<file path="src/design/pcksum_pkg.sv">
package pcksum_pkg;

  // Command queue between the front and the back
  localparam int unsigned QDepth = 2;
  localparam int unsigned QPtrW  = 1;
  localparam int unsigned QCntW  = 2;

  // CRC-32, MSB first
  localparam logic [31:0] CrcPoly   = 32'h04C1_1DB7;
  localparam int unsigned ByteShift = 24;

  typedef struct packed {
    logic       finish;
    logic [7:0] data;
  } cmd_t;

  typedef enum logic [0:0] {
    ST_RUN,
    ST_LEN
  } back_state_e;

  // Feed one byte into the CRC, one polynomial step per bit
  function automatic logic [31:0] crc_feed(logic [31:0] crc, logic [7:0] b);
    logic [31:0] c;
    logic        top;
    c = crc ^ ({24'b0, b} << ByteShift);
    for (int i = 0; i < 8; i++) begin
      top = c[31];
      c   = {c[30:0], 1'b0};
      if (top) begin
        c = c ^ CrcPoly;
      end
    end
    return c;
  endfunction

endpackage

</file>
<file path="src/design/pcksum_front.sv">
module pcksum_front (
  input  logic              clk_i,
  input  logic              rst_ni,
  input  logic              in_valid_i,
  output logic              in_stall_o,
  input  logic              req_type_i,
  input  logic [7:0]        data_byte_i,
  output logic              cmd_valid_o,
  output pcksum_pkg::cmd_t  cmd_o,
  input  logic              cmd_pop_i
);
  import pcksum_pkg::*;

  cmd_t             queue_q [QDepth];
  logic [QPtrW-1:0] wr_ptr_q, wr_ptr_d;
  logic [QPtrW-1:0] rd_ptr_q, rd_ptr_d;
  logic [QCntW-1:0] count_q, count_d;
  logic             push;
  logic             pop;
  cmd_t             in_cmd;

  // Classify the incoming transaction
  always_comb begin
    in_cmd.finish = req_type_i;
    in_cmd.data   = req_type_i ? 8'h00 : data_byte_i;
  end

  assign in_stall_o  = (count_q == QCntW'(QDepth));
  assign cmd_valid_o = (count_q != '0);
  assign cmd_o       = queue_q[rd_ptr_q];

  assign push = in_valid_i && !in_stall_o;
  assign pop  = cmd_pop_i && cmd_valid_o;

  always_comb begin
    wr_ptr_d = push ? wr_ptr_q + 1'b1 : wr_ptr_q;
    rd_ptr_d = pop ? rd_ptr_q + 1'b1 : rd_ptr_q;
    count_d  = count_q;
    if (push && !pop) begin
      count_d = count_q + 1'b1;
    end else if (pop && !push) begin
      count_d = count_q - 1'b1;
    end
  end

  always_ff @(posedge clk_i or negedge rst_ni) begin
    if (!rst_ni) begin
      wr_ptr_q <= '0;
      rd_ptr_q <= '0;
      count_q  <= '0;
    end else begin
      wr_ptr_q <= wr_ptr_d;
      rd_ptr_q <= rd_ptr_d;
      count_q  <= count_d;
    end
  end

  always_ff @(posedge clk_i) begin
    if (push) begin
      queue_q[wr_ptr_q] <= in_cmd;
    end
  end

  a_count_bound: assert property (@(posedge clk_i) disable iff (!rst_ni)
    count_q <= QCntW'(QDepth))
    else $error("queue count past depth");

  a_ptr_gap: assert property (@(posedge clk_i) disable iff (!rst_ni)
    (count_q == '0 || count_q == QCntW'(QDepth)) |-> (wr_ptr_q == rd_ptr_q))
    else $error("queue pointers disagree with count");

  a_push_count: assert property (@(posedge clk_i) disable iff (!rst_ni)
    (push && !pop) |=> (count_q == $past(count_q) + 1'b1))
    else $error("push lost");

endmodule

</file>
<file path="src/design/pcksum_back.sv">
module pcksum_back (
  input  logic              clk_i,
  input  logic              rst_ni,
  input  logic              cmd_valid_i,
  input  pcksum_pkg::cmd_t  cmd_i,
  output logic              cmd_pop_o,
  output logic              out_valid_o,
  input  logic              out_stall_i,
  output logic [31:0]       cksum_value_o,
  output logic [31:0]       byte_total_o,
  output logic              size_overflow_o
);
  import pcksum_pkg::*;

  back_state_e state_q, state_d;
  logic [31:0] crc_q;
  logic [31:0] cnt_q;
  logic        ovf_q;
  logic [31:0] len_q;
  logic        out_valid_q;
  logic [31:0] cksum_q;
  logic [31:0] total_q;
  logic        size_ovf_q;
  logic        out_free;
  logic        emit;
  logic        take_data;
  logic        take_finish;
  logic [32:0] cnt_inc;

  assign out_free = !out_valid_q || !out_stall_i;
  assign cnt_inc  = {1'b0, cnt_q} + 33'd1;

  always_comb begin
    state_d = state_q;
    unique case (state_q)
      ST_RUN: begin
        if (cmd_valid_i && cmd_i.finish) begin
          state_d = ST_LEN;
        end
      end
      ST_LEN: begin
        if (len_q == '0 && out_free) begin
          state_d = ST_RUN;
        end
      end
      default: state_d = ST_RUN;
    endcase
  end

  always_comb begin
    cmd_pop_o   = 1'b0;
    emit        = 1'b0;
    unique case (state_q)
      ST_RUN:  cmd_pop_o = cmd_valid_i;
      ST_LEN:  emit      = (len_q == '0) && out_free;
      default: cmd_pop_o = 1'b0;
    endcase
    take_data   = cmd_pop_o && !cmd_i.finish;
    take_finish = cmd_pop_o && cmd_i.finish;
  end

  always_ff @(posedge clk_i or negedge rst_ni) begin
    if (!rst_ni) begin
      state_q     <= ST_RUN;
      crc_q       <= '0;
      cnt_q       <= '0;
      ovf_q       <= 1'b0;
      len_q       <= '0;
      out_valid_q <= 1'b0;
    end else begin
      state_q <= state_d;
      if (take_data) begin
        crc_q <= crc_feed(crc_q, cmd_i.data);
        cnt_q <= cnt_inc[31:0];
        if (cnt_inc[32]) begin
          ovf_q <= 1'b1;
        end
      end else if (take_finish) begin
        len_q <= cnt_q;
      end else if (state_q == ST_LEN && len_q != '0) begin
        // Append the length, low byte first
        crc_q <= crc_feed(crc_q, len_q[7:0]);
        len_q <= {8'h00, len_q[31:8]};
      end else if (emit) begin
        crc_q <= '0;
        cnt_q <= '0;
        ovf_q <= 1'b0;
      end
      if (emit) begin
        out_valid_q <= 1'b1;
      end else if (!out_stall_i) begin
        out_valid_q <= 1'b0;
      end
    end
  end

  always_ff @(posedge clk_i) begin
    if (emit) begin
      cksum_q    <= ~crc_q;
      total_q    <= cnt_q;
      size_ovf_q <= ovf_q;
    end
  end

  assign out_valid_o     = out_valid_q;
  assign cksum_value_o   = cksum_q;
  assign byte_total_o    = total_q;
  assign size_overflow_o = size_ovf_q;

  a_no_pop_in_len: assert property (@(posedge clk_i) disable iff (!rst_ni)
    (state_q == ST_LEN) |-> !cmd_pop_o)
    else $error("command taken while appending length");

  a_clear_after_emit: assert property (@(posedge clk_i) disable iff (!rst_ni)
    emit |=> (crc_q == '0 && cnt_q == '0 && !ovf_q && out_valid_q))
    else $error("state not cleared after report");

  a_len_shift: assert property (@(posedge clk_i) disable iff (!rst_ni)
    (state_q == ST_LEN && len_q != '0) |=> (len_q == {8'h00, $past(len_q[31:8])}))
    else $error("length bytes out of order");

endmodule

</file>
<file path="src/design/posix_cksum_engine_core.sv">
// POSIX cksum engine: a data transaction (req_type 0) feeds one byte into an
// MSB-first CRC-32 (poly 04C11DB7, init 0) and counts it; a finish transaction
// (req_type 1) appends the byte count low byte first with only the bytes it
// needs, reports the complemented CRC, the 32-bit count and a count overflow
// flag, and clears the state for the next stream. The back end pops a queued data
// byte whenever it is in the run state; a finish loads the length, appends one
// length byte per step, then loads the result register once no report is stalled. A two-entry
// command queue separates the input side from the CRC unit, and the result
// register lets the next stream's bytes enter while a report waits.
module posix_cksum_engine_core (
  input  logic        clk_i,
  input  logic        rst_ni,
  input  logic        in_valid_i,
  output logic        in_stall_o,
  input  logic        req_type_i,
  input  logic [7:0]  data_byte_i,
  output logic        out_valid_o,
  input  logic        out_stall_i,
  output logic [31:0] cksum_value_o,
  output logic [31:0] byte_total_o,
  output logic        size_overflow_o
);
  import pcksum_pkg::*;

  logic cmd_valid;
  cmd_t cmd;
  logic cmd_pop;

  pcksum_front u_front (
    .clk_i       (clk_i),
    .rst_ni      (rst_ni),
    .in_valid_i  (in_valid_i),
    .in_stall_o  (in_stall_o),
    .req_type_i  (req_type_i),
    .data_byte_i (data_byte_i),
    .cmd_valid_o (cmd_valid),
    .cmd_o       (cmd),
    .cmd_pop_i   (cmd_pop)
  );

  pcksum_back u_back (
    .clk_i           (clk_i),
    .rst_ni          (rst_ni),
    .cmd_valid_i     (cmd_valid),
    .cmd_i           (cmd),
    .cmd_pop_o       (cmd_pop),
    .out_valid_o     (out_valid_o),
    .out_stall_i     (out_stall_i),
    .cksum_value_o   (cksum_value_o),
    .byte_total_o    (byte_total_o),
    .size_overflow_o (size_overflow_o)
  );

endmodule

</file>
<file path="config.mk">
export PLATFORM = sky130hd
export DESIGN_NAME = posix_cksum_engine_core
export DESIGN_NICKNAME = d
export VERILOG_FILES = /design/src/design/pcksum_pkg.sv /design/src/design/pcksum_front.sv /design/src/design/pcksum_back.sv /design/src/design/posix_cksum_engine_core.sv
export SDC_FILE = /design/constraint.sdc
export NUM_CORES = 1
export LEC_CHECK = 0
export ABC_AREA = 1
export BUFFER_PORTS_ARGS = -buffer_cell sky130_fd_sc_hd__buf_4
export CORE_UTILIZATION = 50
export CTS_CLUSTER_DIAMETER = 40
export CTS_CLUSTER_SIZE = 30
export DETAILED_ROUTE_END_ITERATION = 12
export HOLD_SLACK_MARGIN = 0.03
export PLACE_DENSITY = 0.65
export SETUP_SLACK_MARGIN = 0.1
export SLEW_MARGIN = 15
export SYNTH_ARGS = -nofsm -noshare
export SYNTH_HDL_FRONTEND = slang
export SYNTH_SLANG_ARGS = --single-unit
</file>
<file path="constraint.sdc">
create_clock -name clk_i -period 4.3 [get_ports clk_i]
set_clock_uncertainty 0.2 [all_clocks]
set_input_delay 0.215 -clock clk_i [delete_from_list [all_inputs] [get_ports clk_i]]
set_output_delay 0.215 -clock clk_i [all_outputs]
set_load 0.01 [all_outputs]
</file>
==> flow_summary.json <==
{
  "hpwl_um": 19300,
  "first_pass_grt_wire_length_um": 41500,
  "crit_path_frequent_cell": "nand2_1",
  "synth_largest_area_cell": "dfrtp_1",
  "maximum_number_of_pins_on_one_net_before_global_route_repair": 45,
  "top_usage_layer": "met2",
  "grtUsageMet2_pct": 40.3,
  "vias_in_the_first_global_route": 7426,
  "post_synth.cell_area_avg_um2": 8.57,
  "num_ports": 80,
  "worstSetupPathType": "reg2reg",
  "layout.filler_cells": 1736,
  "globalRouteMet1Util_pct": 40.0,
  "synth-async-reset-ratio_pct": 55.4,
  "core_area_um2": 19500,
  "netlist_area_um2": 9930,
  "grt_usage_pct": 27.3,
  "startpoint_type": "register",
  "final.hold.worst_slack_ns": 0.0552,
  "setup-violations-final": 0,
  "synth_edf_count": 83,
  "synth.lib_cells_used.distinct": 50,
  "postSynthCellCount": 1159,
  "start_util_pct": 51.0,
  "power_density_nw_per_um2": 872,
  "fin_tns_setup_ns": 0,
  "multi_input_comb_area_um2": 4260,
  "grt_setup_unrepaired": "no",
  "drc": 0,
  "route.detailed.wl_per_inst_um": 17.4,
  "worst_hold_path_type": "in2reg",
  "gpl.final_weighted_congestion": 0.905,
  "relSlewSlack_pct": 41.5,
  "ys_top_cells_by_area": "dfrtp_1 (26%), edfxtp_1 (25%), nand2_1 (13%)",
  "final.min_clock_period_ns": 3.03,
  "finalCritPeriodShare_pct": 70.5,
  "yosys.area_share.xor_xnor_pct": 8.40,
  "antenna_cells_inserted": 0,
  "cts_tree": "built",
  "cts.sink_count": 186,
  "cts.reportedPaths.clkPinSlew_ns": 0.07,
  "run_status": "finished clean",
  "post_drt_via_cell_ratio": 5.38,
  "first_pass_iters": 6,
  "achievable-frequency_mhz": 330,
  "largest_family_of_logic_cells_by_synthesized_area": "simple AND/OR/NAND/NOR gates",
  "die_height_um": 143,
  "yosys.area_share.adder_pct": 0.252,
  "cts.path.max_buffers": 2,
  "dieArea_um2": 20400,
  "grt_util_met3_pct": 5.80,
  "layout_commonest_cell": "nand2_1",
  "power.ir.vdd_worst_v": 0.000462,
  "layout.nets": 1263,
  "final-max-slew-violation-count": 0,
  "path_cells": "inv_2 > nand2_1 > nand2_1 > inv_1 > nor2_4 > buf_4 > inv_2 > nand2_1 > buf_4 > nor2_1 > a211oi_1",
  "cp_max_fo": 44,
  "root_buffer": "clkbuf_16",
  "cellLeakagePower_uw": 0.00501,
  "globalRouteOverflowTotal": 0,
  "synth.area.mux_share_pct": 0.101,
  "ant_nets": 0,
  "worstMarginPinSlew_ns": 0.876,
  "numCtsBuffers": 17,
  "portBuffers": 79,
  "max_stage_delay_ns": 0.55,
  "dominantRegCellSynth": "dfrtp_1",
  "synthSimpleGateAreaFrac_pct": 25.5,
  "syn_to_final_growth_pct": 15.7,
  "layout.area.seq_um2": 5070,
  "synthesized_netlist_net_count": 1174,
  "fraction_of_the_mapped_netlist_area_in_compound_gates_pct": 8.60,
  "max_cap_viol_count": 0,
  "synth_largest_type_area_fraction_pct": 25.9,
  "critical_path.slowest_cell": "dfrtp_1",
  "synth-seq-area-share_pct": 51.0,
  "timing.critical_path.to_type": "register",
  "num_vias": 8209,
  "drive_above_1_share_pct": 13.6,
  "critical_path_required_ns": 4.45,
  "drt-initial-drc-count": 817,
  "post_cts_resize_count": 0,
  "final_hold_viol_count": 0,
  "routed_wl_um": 26500,
  "critical_path_arrival_ns": 3.18,
  "clkLatencyLatePin_ns": 0.44,
  "antenna_violations_before_repair": 0,
  "ys_seq_elements": 186,
  "yosysWarningCount": 0,
  "die_width_um": 143,
  "htree_levels": 4,
  "rows": 51,
  "mostFrequentLayoutCells": "nand2_1 (342), inv_1 (111), dfrtp_1 (103)"
}
timing repair:
action / CTS / global route
hold buffers: 11 / 0
hold endpoints to repair: 54 / 0
buffers inserted: 0 / 0
worst paths after layout:
kind / startpoint / endpoint / slack [ns] / cells past startpoint
worst max-delay path: u_front.rd_ptr_q$_DFFE_PN0P_ / u_back.len_q[20]$_DFFE_PN0P_ / 1.27 / 11
worst min-delay path: in_valid_i / u_front.wr_ptr_q$_DFFE_PN0P_ / 0.06 / 5
worst max register to register: u_front.rd_ptr_q$_DFFE_PN0P_ / u_back.len_q[20]$_DFFE_PN0P_ / 1.27 / 11
worst min register to register: u_back.ovf_q$_DFFE_PN0P_ / u_back.size_overflow_o$_DFFE_PP_ / 0.26 / 0
max in group asynchronous: rst_ni / u_back.cnt_q[21]$_DFFE_PN0P_ / 2.90 / 3
min in group asynchronous: rst_ni / u_back.crc_q[15]$_DFFE_PN0P_ / 0.10 / 2
synth_stat cells (all sizes together) (5+ instances only):
| cell type | n |
|---|---|
| xnor2 | 19 |
| o22ai | 7 |
| nor3 | 13 |
| o21ai | 70 |
| nand4 | 7 |
| a21oi | 31 |
| a211oi | 6 |
| inv | 119 |
| xor2 | 63 |
| a31oi | 9 |
| nand3 | 94 |
| nand3b | 5 |
| nand2 | 366 |
| edfxtp | 83 |
| nor4 | 6 |
| nor2 | 98 |
| dfrtp | 103 |
| o211ai | 14 |
| clkbuf | 15 |
| buf | 16 |
registers in the layout, indices dropped and copies added (netlist names):
register                cells
u_back.byte_total_o        32
u_back.cksum_value_o       32
u_back.cnt_q               32
u_back.crc_q               32
u_back.len_q               32
u_back.out_valid_o          1
u_back.ovf_q                1
u_back.size_overflow_o      1
u_back.state_q              1
u_front.count_q             2
u_front.queue_q            18
u_front.rd_ptr_q            1
u_front.wr_ptr_q            1
cells by family after synthesis:
group / Yosys count
fa+ha+maj: 2
xor+xnor: 82
buf+inv: 150
compound gates: 146
simple gates: 592
mux: 1
flops: 186
worst max-delay path: cells and delay by family, from the launching register on:
kind | cells | cell delay (ns)
compound gates | 1 | 0.20
buf+inv | 5 | 1.26
flops | 1 | 0.55
simple gates | 5 | 0.72
routing by layer:
metal	part of all wire, %	wire (um)
met2	44	11600
met1	47	12500
met5	0	0
met3	7.3	1940
met4	1.9	511
through the flow:
| stage | cells | cell area (um2) | setup slack [ns] | power [uW] | utilization [%] |
|---|---|---|---|---|---|
| floorplan | 1159 | 9930 | 1.05 | 7020 | - |
| global placement | 1483 | 10800 | 1.36 | 8300 | 55.5 |
| detailed placement | 1483 | 10800 | 1.27 | 8380 | 55.5 |
| CTS | 1526 | 11500 | 1.26 | 9970 | 59.0 |
| global route | 1526 | 11500 | 0.932 | 10800 | 59.0 |
| finish | 1526 | 11500 | 1.27 | 10000 | 59.0 |
report_power, final:
| part | switching, uW | leakage, uW | internal, uW |
|---|---|---|---|
| logic | 3740 | 0.00269 | 1990 |
| registers | 387 | 0.00204 | 2330 |
| clock network | 751 | 0.000284 | 824 |
area by class of cell:
type | instances | share of cell area, %
clock buffers | 18 | 3.74
clock inverters | 14 | 1.37
inverters | 119 | 3.89
multi-input cells | 823 | 37.0
flip-flops and latches | 186 | 44.1
well taps | 265 | 2.89
repair buffers | 101 | 6.95
No activity file was read; power rests on OpenSTA's default activity.
